[config.mk]
export PLATFORM = sky130hd
export DESIGN_NAME = pvsm_sqrt
export DESIGN_NICKNAME = d
export VERILOG_FILES = /design/src/rtl/pose_velocity_spike_median_filter_defines.svh /design/src/rtl/pvsm_pkg.sv /design/src/rtl/pvsm_sqrt.sv
export SDC_FILE = /design/constraint.sdc
export NUM_CORES = 1
export LEC_CHECK = 0
export BUFFER_PORTS_ARGS = -buffer_cell sky130_fd_sc_hd__buf_2
export CAP_MARGIN = 10
export CORE_MARGIN = 2
export CORE_UTILIZATION = 55
export DETAILED_ROUTE_END_ITERATION = 12
export PLACE_DENSITY = 0.77
export SYNTH_ARGS = -nofsm -noshare
export SYNTH_HDL_FRONTEND = slang
export SYNTH_SLANG_ARGS = --single-unit
[constraint.sdc]
create_clock -name i_clk -period 6.6 [get_ports i_clk]
set_input_delay 1.98 -clock i_clk [delete_from_list [all_inputs] [get_ports i_clk]]
set_output_delay 1.98 -clock i_clk [all_outputs]
set_load 0.1 [all_outputs]
[src/rtl/pose_velocity_spike_median_filter_defines.svh]
// Assertion macros for the pose velocity spike median filter.
`ifndef POSE_VELOCITY_SPIKE_MEDIAN_FILTER_DEFINES_SVH
`define POSE_VELOCITY_SPIKE_MEDIAN_FILTER_DEFINES_SVH
`ifndef SYNTHESIS
`define PVSM_ASSERT(label, clk, rst_n, prop) \
    label: assert property (@(posedge clk) disable iff (!rst_n) prop) \
        else $error("pvsm assertion failed");
`define PVSM_ASSERT_ALWAYS(label, clk, prop) \
    label: assert property (@(posedge clk) prop) \
        else $error("pvsm assertion failed");
`else
`define PVSM_ASSERT(label, clk, rst_n, prop)
`define PVSM_ASSERT_ALWAYS(label, clk, prop)
`endif
`endif

[src/rtl/pvsm_pkg.sv]
// Types and constants shared by the pose velocity spike median filter.
package pvsm_pkg;

    localparam int WINDOW_MAX_DEF = 16;
    localparam int SPEED_W = 52;
    localparam int CFG_IDX_W = 2;
    localparam int CFG_DATA_W = 16;

    localparam logic [CFG_IDX_W-1:0] CFG_WINDOW_LENGTH = 2'd0;
    localparam logic [CFG_IDX_W-1:0] CFG_SPEED_RATIO_LIMIT = 2'd1;

    localparam logic [4:0] WINDOW_LENGTH_RST = 5'd16;
    localparam logic [15:0] SPEED_RATIO_RST = 16'd768;

    localparam logic [19:0] US_PER_S = 20'd1000000;
    localparam logic [SPEED_W-1:0] SPEED_MAX = {SPEED_W{1'b1}};

    typedef struct packed {
        logic [31:0] time_us;
        logic signed [31:0] pos_x;
        logic signed [31:0] pos_y;
        logic signed [15:0] heading;
    } t_pose_in;

    typedef struct packed {
        logic signed [31:0] out_x;
        logic signed [31:0] out_y;
        logic signed [15:0] out_heading;
        logic median_used;
    } t_pose_out;

endpackage

[src/rtl/pvsm_sqrt.sv]
// Iterative integer square root, two radicand bits per cycle.
module pvsm_sqrt
    import pvsm_pkg::*;
(
    input  logic        i_clk,
    input  logic        i_rst_n,
    input  logic        i_start,
    input  logic [63:0] i_value,
    output logic        o_done,
    output logic [31:0] o_root
);

    logic [63:0] r_v;
    logic [34:0] r_rem;
    logic [31:0] r_root;
    logic [5:0]  r_cnt;
    logic        r_busy;
    logic        r_done;
    logic [34:0] rem2;
    logic [34:0] trial;

    assign rem2  = {r_rem[32:0], r_v[63:62]};
    assign trial = {1'b0, r_root, 2'b01};

    always_ff @(posedge i_clk) begin
        if (!i_rst_n) begin
            r_busy <= 1'b0;
            r_done <= 1'b0;
            r_cnt  <= '0;
        end else begin
            r_done <= 1'b0;
            if (i_start) begin
                r_busy <= 1'b1;
                r_cnt  <= 6'd32;
            end else if (r_busy) begin
                r_cnt <= r_cnt - 6'd1;
                if (r_cnt == 6'd1) begin
                    r_busy <= 1'b0;
                    r_done <= 1'b1;
                end
            end
        end
    end

    always_ff @(posedge i_clk) begin
        if (i_start) begin
            r_v    <= i_value;
            r_rem  <= '0;
            r_root <= '0;
        end else if (r_busy) begin
            r_v <= {r_v[61:0], 2'b00};
            if (rem2 >= trial) begin
                r_rem  <= rem2 - trial;
                r_root <= {r_root[30:0], 1'b1};
            end else begin
                r_rem  <= rem2;
                r_root <= {r_root[30:0], 1'b0};
            end
        end
    end

    assign o_done = r_done;
    assign o_root = r_root;

endmodule

* Yosys cells after proc, flatten, opt, wreduce, memory -nomap -nowiden
Cells that the tools add are included.
** Word-level totals
- Output and inout bits :: 33
- Register bits after elaboration :: 137
** Cells by class
- Equal/unequal tests :: 1
- Bitwise gates (word level) :: 2
- $lt $le $gt $ge :: 1
- Add/subtract/negate cells :: 2
- Multiplexer cells :: 10
- Reduce and logical (&&, ||, !) cells :: 3
** Operators with widths (number)
- 64-bit two-way mux :: 2
- 35-bit by 34-bit >= comparator with 1-bit output :: 1
- 33-bit two-way mux :: 1
- 33-bit subtractor :: 1
- 6-bit two-way mux :: 2
- 6-bit by 1-bit == test with 1-bit output, second input constant :: 1
- 6-bit by 1-bit subtractor with 6-bit output, second input constant :: 1
- 1-bit two-way mux :: 5
- 3-bit OR reduction :: 1
- 1-bit NOT :: 2
- 2-bit nonzero test :: 1
- 2-bit OR reduction :: 1

* Depth between registers and ports, before layout
- Word-level depth :: 4
- Mapped depth :: 13
- Gate-level depth less buffers :: 11

* Worst setup path before layout
No wires, ideal clock.
- Kind :: input -> register
- Start :: input i_start
- End :: register r_v[0], enable pin
- Cell stages on the path :: 4
- Required time :: 6182 ps
- Library setup time :: 418 ps
- Buffers on the path :: 2
- Arrival :: 3798 ps
- Setup slack :: 2384 ps
- Cells stage by stage :: clkbuf_1 > clkbuf_1 > nor2_1 > inv_1
** On the way
- Word-level cells in the longest chain between the ends :: 1
** RTL lines
- from (decl) :: line pvsm_sqrt.sv:7 : input logic i_start,
- 2-bit nonzero test (no line)
- to (signal assigned) :: line pvsm_sqrt.sv:47 : r_v <= i_value;
- to (signal assigned) :: line pvsm_sqrt.sv:51 : r_v <= {r_v[61:0], 2'b00};
- to (decl) :: line pvsm_sqrt.sv:13 : logic [63:0] r_v;
No other way between the ends.
A chain may end at the register's enable or synchronous reset.

* Worst setup path after layout
- Start :: input i_start
- End :: register r_v[8] (data pin)
** On the way
- Word-level cells in the longest chain between the ends :: 1
** RTL lines
- 64-bit two-way mux :: line pvsm_sqrt.sv:46 : if (i_start) begin
No other way between the ends.

==> flow_summary.toml <==
[die]
die_h_um = 120
start_util_pct = 56.3
dieWidth_um = 120
rows = 42
core_um2 = 13200
die_area_um2 = 14500
ios = 100

[hold_path]
min_from = "r_rem[31]"
hold_path_depth = 2
hold_end = "r_rem[31]"
timing.hold.worst.class = "reg2reg"

[layout]
final_util_pct = 65.1
finalNetCount = 907
final_common_cell = "buf_2"
final.fill_count = 1055
final_cell_mix = "98 x buf_2, 88 x nor2_1, 72 x dfxtp_1, 64 x edfxtp_1, 62 x mux2_2"
drive_above_1_share_pct = 25.3
area_delta_synth_final_pct = 15.7

[setup_path]
reg2regPathDepth = 12
reg2reg_slack_ps = 3190
critical_path.startpoint_type = "primary input"
critPathCaptureType = "register"
critPathMostFrequentCell = "buf_4"
crit_path_max_incr_delay_ps = 680
r2r-start = "o_root[3]"
critPathKind = "in2reg"
worstPathArrival_ps = 3710
critPathRequiredTime_ps = 6780
path_max_fanout = 71
slowest_stage = "buf_4"
r2r_end = "r_rem[8]"
path_cells = "buf_4 > buf_4 > mux2_2"

[cts]
cts.sinks = 137
post_cts_buffers = 0
cts.htree.levels = 4
clockBufferDepth = 2
cts_root_buf = "clkbuf_16"
clk_pin_slew_ps = 60
clk_latency_ps = 430
cts_tree = "built"
cts_hold_buf = 0
cts_buffers = 17
cts_resized = 0

[sta]
relSlewSlack_pct = 47.3
hold_violations = 0
finalSetupViolations = 0
finalSetupTns_ps = 0
finalCritPeriodShare_pct = 53.4
clock.fmax_ghz = 0.284
fin_skew_ps = 6.14
min_period_ps = 3520
worst_pin_slew_ps = 790
rsz0062_at_grt = "no"
drv_slew = 0

[placement]
port_buffers = 99
dp.final_hpwl_um = 10800
routabilityCongestion = 0.909

[flow_run]
drv_cap = 0

[detailed_routing]
dr.pass1.iters = 4
wl_um = 15200
drtIter0Drc = 283
num_vias = 5497
viasPerCell = 5.53
ant_nets = 0
drc = 0
avgRoutedWirePerCell_um = 15.2

[global_routing]
grt_remaining_overflow = 0
grt_pass1_wl_um = 25300
grt_pass1_vias = 5334
grt_start_max_net_pins = 72
grtUsageTotal_pct = 22.2
antenna_found_initial = 1

[synthesis]
avgSynthCellArea_um2 = 10.4
seq_area_frac_synth_pct = 45.4
synthesis.area_um2 = 7450
ys_ff_latch = 137
syn-num-nets = 819
synth-warning-count = 0
ys_types = 58
dominantRegCellSynth = "dfxtp_1"
synth_edf_count = 64
postSynthCellCount = 716
async_reset_ff_share_pct = 0

[run_status]
outcome = "finished clean"

[power]
finalPower_mw = 3.20
p_per_area_nw_per_um2 = 372
p_leak_nw = 3.68
ir_worst_vdd_v = 0.000189
-- registers in the layout (all words and copies together), names as in the netlist --
register	count
o_done	1
o_root	32
r_busy	1
r_cnt	6
r_rem	33
r_v	64
-- critical path, delay by kind of cell --
family	cells	cell delay [ps]
mux	1	420
buf+inv	2	1270
-- per-layer routing --
layer	track usage, %	routed length, um	vias to the layer above
met5	0	10	-
met4	8.94	293	2
met3	6.08	815	25
met2	34.4	7020	128
met1	29.7	7020	2589
li1	-	-	2753
-- cells in the mapped netlist, drive strengths merged (5+ instances only) --
cell type / n / area (um2)
a211oi: 26 / 200
a21o: 13 / 97.6
a21oi: 31 / 166
and2: 8 / 50.1
and3: 6 / 37.5
buf: 15 / 86.3
clkbuf: 19 / 71.3
dfxtp: 73 / 1460
edfxtp: 64 / 1920
ha: 36 / 450
inv: 46 / 173
mux2: 62 / 698
mux2i: 57 / 571
nand2: 34 / 128
nand3: 12 / 60.1
nor2: 88 / 330
nor2b: 6 / 45.0
nor3: 9 / 45.0
o21a: 6 / 45.0
o21ai: 23 / 123
o21bai: 5 / 37.5
xnor2: 17 / 149
xor2: 12 / 105
-- where the power goes --
| group | internal (mW) | total [mW] | switching [mW] |
|---|---|---|---|
| Combinational | 0.556 | 1.24 | 0.686 |
| Clock | 0.524 | 0.908 | 0.384 |
| Sequential | 0.991 | 1.05 | 0.0622 |
-- kinds of logic after synthesis --
family / share of synthesized area (%)
xor+xnor: 3.41
simple gates: 11.5
flops: 45.4
fa+ha+maj: 6.04
mux: 17.0
compound gates: 12.2
buf+inv: 4.43
-- area by class of cell --
cell class	instances	area, um2	share of cell area [%]
Clock inverter	15	138	1.60
Timing Repair Buffer	103	528	6.12
Tap cell	176	220	2.55
Multi-Input combinational cell	499	3750	43.5
Inverter	46	173	2.00
Sequential cell	137	3390	39.3
Clock buffer	17	425	4.93
Antenna cell	1	2.50	0.0290
-- metrics by stage --
stage / setup WS, ps / cell area (um2) / instances / hold WS (ps)
finish: 3080 / 8620 / 994 / 479
global placement: 2620 / 8060 / 961 / 462
CTS: 3050 / 8620 / 993 / 480
global route: 2880 / 8620 / 993 / 499
detailed placement: 2600 / 8060 / 961 / 466
floorplan: 2380 / 7450 / 716 / 429
-- worst max-delay path by stage --
stage            start  endpoint  cells after the start
2_1_floorplan  i_start    r_v[0]                      4
3_3_place_gp   i_start   r_v[48]                      3
3_5_place_dp   i_start    r_v[8]                      3
4_1_cts        i_start   r_v[17]                      3
5_1_grt        i_start    r_v[9]                      4
6_report       i_start    r_v[8]                      3
Note: power is estimated with default switching activity, not from simulation.
