===== config.mk =====
export PLATFORM = sky130hd
export DESIGN_NAME = pvsm_div
export DESIGN_NICKNAME = d
export VERILOG_FILES = /design/src/rtl/pose_velocity_spike_median_filter_defines.svh /design/src/rtl/pvsm_pkg.sv /design/src/rtl/pvsm_div.sv
export SDC_FILE = /design/constraint.sdc
export NUM_CORES = 1
export LEC_CHECK = 0
export ABC_AREA = 1
export BUFFER_PORTS_ARGS = -buffer_cell sky130_fd_sc_hd__buf_2
export CAP_MARGIN = 30
export CORE_MARGIN = 2
export CORE_UTILIZATION = 61
export CTS_BUF_LIST = sky130_fd_sc_hd__clkbuf_16
export DETAILED_ROUTE_END_ITERATION = 7
export PLACE_DENSITY = 0.95
export SYNTH_ARGS = -nofsm -noshare
export SYNTH_HDL_FRONTEND = slang
export SYNTH_SLANG_ARGS = --single-unit

===== constraint.sdc =====
create_clock -name i_clk -period 8.5 [get_ports i_clk]
set_input_delay 1.7 -clock i_clk [delete_from_list [all_inputs] [get_ports i_clk]]
set_output_delay 1.7 -clock i_clk [all_outputs]
set_load 0.02 [all_outputs]

===== src/rtl/pose_velocity_spike_median_filter_defines.svh =====
// Assertion macros for the pose velocity spike median filter.
`ifndef POSE_VELOCITY_SPIKE_MEDIAN_FILTER_DEFINES_SVH
`define POSE_VELOCITY_SPIKE_MEDIAN_FILTER_DEFINES_SVH
`ifndef SYNTHESIS
`define PVSM_ASSERT(label, clk, rst_n, prop) \
    label: assert property (@(posedge clk) disable iff (!rst_n) prop) \
        else $error("pvsm assertion failed");
`define PVSM_ASSERT_ALWAYS(label, clk, prop) \
    label: assert property (@(posedge clk) prop) \
        else $error("pvsm assertion failed");
`else
`define PVSM_ASSERT(label, clk, rst_n, prop)
`define PVSM_ASSERT_ALWAYS(label, clk, prop)
`endif
`endif


===== src/rtl/pvsm_pkg.sv =====
// Types and constants shared by the pose velocity spike median filter.
package pvsm_pkg;

    localparam int WINDOW_MAX_DEF = 16;
    localparam int SPEED_W = 52;
    localparam int CFG_IDX_W = 2;
    localparam int CFG_DATA_W = 16;

    localparam logic [CFG_IDX_W-1:0] CFG_WINDOW_LENGTH = 2'd0;
    localparam logic [CFG_IDX_W-1:0] CFG_SPEED_RATIO_LIMIT = 2'd1;

    localparam logic [4:0] WINDOW_LENGTH_RST = 5'd16;
    localparam logic [15:0] SPEED_RATIO_RST = 16'd768;

    localparam logic [19:0] US_PER_S = 20'd1000000;
    localparam logic [SPEED_W-1:0] SPEED_MAX = {SPEED_W{1'b1}};

    typedef struct packed {
        logic [31:0] time_us;
        logic signed [31:0] pos_x;
        logic signed [31:0] pos_y;
        logic signed [15:0] heading;
    } t_pose_in;

    typedef struct packed {
        logic signed [31:0] out_x;
        logic signed [31:0] out_y;
        logic signed [15:0] out_heading;
        logic median_used;
    } t_pose_out;

endpackage


===== src/rtl/pvsm_div.sv =====
// Restoring divider, one quotient bit per cycle.
module pvsm_div
    import pvsm_pkg::*;
#(
    parameter int NUM_W = SPEED_W + 4,
    parameter int DEN_W = 32
) (
    input  logic             i_clk,
    input  logic             i_rst_n,
    input  logic             i_start,
    input  logic [NUM_W-1:0] i_num,
    input  logic [DEN_W-1:0] i_den,
    output logic             o_done,
    output logic [NUM_W-1:0] o_quot
);

    localparam int CNT_W = $clog2(NUM_W + 1);

    logic [NUM_W-1:0] r_q;
    logic [DEN_W-1:0] r_rem;
    logic [DEN_W-1:0] r_den;
    logic [CNT_W-1:0] r_cnt;
    logic             r_busy;
    logic             r_done;
    logic [DEN_W:0]   sh;
    logic [DEN_W:0]   diff;

    assign sh   = {r_rem, r_q[NUM_W-1]};
    assign diff = sh - {1'b0, r_den};

    always_ff @(posedge i_clk) begin
        if (!i_rst_n) begin
            r_busy <= 1'b0;
            r_done <= 1'b0;
            r_cnt  <= '0;
        end else begin
            r_done <= 1'b0;
            if (i_start) begin
                r_busy <= 1'b1;
                r_cnt  <= CNT_W'(NUM_W);
            end else if (r_busy) begin
                r_cnt <= r_cnt - CNT_W'(1);
                if (r_cnt == CNT_W'(1)) begin
                    r_busy <= 1'b0;
                    r_done <= 1'b1;
                end
            end
        end
    end

    always_ff @(posedge i_clk) begin
        if (i_start) begin
            r_q   <= i_num;
            r_rem <= '0;
            r_den <= i_den;
        end else if (r_busy) begin
            if (sh >= {1'b0, r_den}) begin
                r_rem <= diff[DEN_W-1:0];
                r_q   <= {r_q[NUM_W-2:0], 1'b1};
            end else begin
                r_rem <= sh[DEN_W-1:0];
                r_q   <= {r_q[NUM_W-2:0], 1'b0};
            end
        end
    end

    assign o_done = r_done;
    assign o_quot = r_q;

endmodule


# Yosys cells after proc, flatten, opt, wreduce, memory -nomap -nowiden
# Cells that the tools add are included.
op_classes:
  n_lt_le_gt_ge: 1
  reduce_logical: 3
  n_eq_ne: 1
  mux: 10
  shift: 0
  bitwise: 2
  n_div: 0
  n_mul: 0
  n_addsub: 2
ops:
  columns: ["cell", "count"]
  rows:
  - ["$mux W56", 2]
  - ["$ge A33 B32 Y1", 1]
  - ["$mux W32", 1]
  - ["$sub A32 B32 Y32", 1]
  - ["$mux W6", 2]
  - ["$eq A6 B1 Y1 const B", 1]
  - ["$sub A6 B1 Y6 const B", 1]
  - ["$mux W1", 5]
  - ["$reduce_or A3 Y1", 1]
  - ["$not A1 Y1", 2]
  - ["$reduce_bool A2 Y1", 1]
  - ["$reduce_or A2 Y1", 1]
totals:
  ram_bits: 0
  output_inout_bits: 57
  mem_count: 0
  latchBits: 0
  mem_bits_ro: 0
  reg_bits: 128

# Logic depth before layout (Yosys ltp)
depth:
  depth_word: 4
  depth_mapped: 16
  ltp_nobuf: 16

# Worst setup path before layout
# Ideal clock, no wire load.
synth_timing:
  path_kind: "in2reg"
  startpoint: "in i_start"
  endpoint: "reg r_q[0] (netlist: o_quot[0]) (enable)"
  cell_stages: 3
  arrival_ns: 3.661
  n_path_buf: 1
  setup_slack_ns: 4.396
  path_cell_list: "nor2_1 inv_2 buf_1"
synth_via:
  elab_chain_len: 1
synth_rtl:
  columns: ["element", "line", "rtl"]
  rows:
  - ["start, declared", "pvsm_div.sv:10", "input logic i_start,"]
  - ["$reduce_bool A2 Y1 (no source line)", null, null]
  - ["end signal, assigned", "pvsm_div.sv:53", "r_q <= i_num;"]
  - ["end signal, assigned", "pvsm_div.sv:59", "r_q <= {r_q[NUM_W-2:0], 1'b1};"]
  - ["end signal, assigned", "pvsm_div.sv:62", "r_q <= {r_q[NUM_W-2:0], 1'b0};"]
  - ["end, declared", "pvsm_div.sv:19", "logic [NUM_W-1:0] r_q;"]
# No other way between the ends.
# A chain may end at the register's enable or synchronous reset.

==> flow_summary.toml <==
[outcome]
status = "complete, no violations"

[global_route]
grt_pass1_vias = 7201
grt_max_degree = 89
grt_antenna_before_repair = 0
grt_usage_pct = 32.7
grt_pass1_wl_mm = 34.2
grt-ovfl-total = 0

[clock_network]
path_clk_slew_ns = 0.06
postCtsHoldBufs = 0
cts_sinks = 128
cts-root-buf = "clkbuf_16"
cts_resized = 0
tritoncts = "built"
cts.path.max_buffers = 2
clk_latency_ns = 0.43
post_cts_buffers = 0
htreeDepth = 4
numCtsBuffers = 17

[detailed_routing]
drc_errors = 0
first_pass_iters = 7
drtIter0Drc = 692
wl_met3_mm = 1.85
wire_per_inst_um = 15.0
routed_via_density = 5.33
dr_total_vias = 7533
top_layer = "met4"
met1_length_mm = 8.41
routed_wl_mm = 21.2
wl_met2_mm = 10.3
ant_nets = 0

[synthesis]
synthTopCellsByCount = "nand2_1 (474), inv_1 (178), edfxtp_1 (88)"
ys_types = 34
syn_nets = 1211
syn_avg_cell_area_sq_um = 7.19
ys_async_sr_fraction_pct = 0
yosys.area.top_type = "edfxtp_1"
yosys.area.top_type_share_pct = 33.9
synthTopCellsByArea = "edfxtp_1 (34%), nand2_1 (23%), dfxtp_1 (10%)"
ys_seq_area_share_pct = 44.2
synth.most_common_cell = "nand2_1"
synthCells = 1085
yosys_register_bits = 128
yosysWarnings = 0
synth_flop_cell = "edfxtp_1"
synth_edf_count = 88
syn-cell-area_sq_mm = 0.00780

[layout]
area_growth_pct = 18.9
design_area_sq_mm = 0.00927
drive_gt1_share_pct = 15.9
fill_cells = 915
n_antenna_cell = 0
regArea_sq_mm = 0.00344
stdcell_count = 1414
utilization_pct = 73.8
final_nets = 1355
multiInputGateArea_sq_mm = 0.00354

[placed_design]
place_ws_ns = 5.04
dp_cells = 1381
hpwl_mm = 14.3
portBuffers = 147
place_area_sq_mm = 0.00865
routabilityCongestion = 0.983

[timing]
fin_skew_ns = 0.0153
finalHoldViolCount = 0
clock.fmax_ghz = 0.348
tightest_slew_ns = 1.03
fin_crit_ns = 2.87
max-slew-margin-rel_pct = 31.0
rsz0062_at_grt = "false"
fin_ws_ns = 5.63
tns_ns = 0
holdWs_ns = 0.469
finalCritPeriodShare_pct = 33.8
slew_violations = 0
finalSetupViolations = 0

[power_and_ir_drop]
cellPowerDensity_mw_per_mm2 = 189
p_leak_nw = 5.03
p_total_mw = 1.75
vdd_ir_drop_max_mv = 0.143

[run]
cap_violations = 0

[floorplanning]
die_area_sq_mm = 0.0137
row_count = 41
io_pins = 148
core_region_area_sq_mm = 0.0126
die_width_um = 117
die_y_um = 117
start_util_pct = 62.0

[critical_path]
cp_max_fo = 88
required_ns = 8.77
cpPeakStageDelay_ns = 0.70
crit_slowest_cell = "buf_4"
crit_arrival_ns = 3.15
critPathCaptureType = "register"
path_cells = "buf_4, buf_4, nor2_2, buf_4, nand3_1, o21ai_1"
critical_path_class = "in2reg"
crit_top_cell = "buf_4"
worst-path-buf-inv = 3
critical-path-top-delay-family = "buffers and inverters"
rrSetupSlack_ns = 5.79
cp-start-kind = "input pin"

[hold_path]
holdCritPathClass = "reg2reg"
## routing by layer
metal / vias to the layer above / GRT usage (%)
met5: - / 0
li1: 3663 / -
met3: 55 / 8.19
met1: 3429 / 40.5
met4: 0 / 13.6
met2: 386 / 55.0
## worst register-to-register path, delay by kind of cell (launching register included)
| kind | cells | cell delay, ns |
|---|---|---|
| buffers and inverters | 2 | 0.33 |
| AND/OR/NAND/NOR | 10 | 1.43 |
| adder cells (fa/ha/maj) | 1 | 0.35 |
| AO/OA/AOI/OAI | 1 | 0.07 |
| flip-flops | 1 | 0.38 |
## sequential cells by signal, indices dropped and copies added (netlist names)
signal and flops:
o_done 1, r_den 32, o_quot 56, r_cnt 6, r_busy 1, r_rem 32
## final timing paths
kind,startpoint,to,cells after the start
min reg2reg,r_rem[22],r_rem[22],2
max,i_start,r_rem[8],6
min,r_rem[22],r_rem[22],2
max reg2reg,r_den[14],r_rem[18],14
## cell type report
cell class,instances,share of cell area (%)
flip-flops and latches,128,37.1
clock buffers,17,4.59
multi-input cells,750,38.2
well taps,172,2.32
repair buffers,152,8.37
clock inverters,15,2.08
inverters,180,7.29
## cell usage in the layout (no fill, tap or decap), drive strengths merged, types with 2 or more instances in the layout
| cell | synthesis | layout |
|---|---|---|
| ha | 34 | 34 |
| dfxtp | 40 | 40 |
| o21ai | 20 | 20 |
| nand4 | 6 | 6 |
| nand2 | 480 | 480 |
| bufinv | 0 | 4 |
| edfxtp | 88 | 88 |
| clkinv | 0 | 5 |
| nand3 | 77 | 77 |
| nor2 | 59 | 59 |
| and2 | 4 | 4 |
| nor3 | 6 | 6 |
| and3 | 2 | 2 |
| a21oi | 18 | 18 |
| xor2 | 2 | 2 |
| buf | 15 | 152 |
| inv | 180 | 185 |
| clkbuf | 12 | 17 |
| nand3b | 20 | 20 |
| xnor2 | 13 | 13 |
| a31oi | 3 | 3 |
## cells by family after synthesis
group | share of synthesized area (%)
xor+xnor | 1.69
flops | 44.2
buf+inv | 10.4
fa+ha+maj | 5.71
compound gates | 3.16
simple gates | 34.9
## report_power, final
part / switching [mW] / internal (mW)
logic: 0.153 / 0.0758
registers: 0.0254 / 0.720
clock network: 0.285 / 0.489
(Power assumes the default switching activity.)
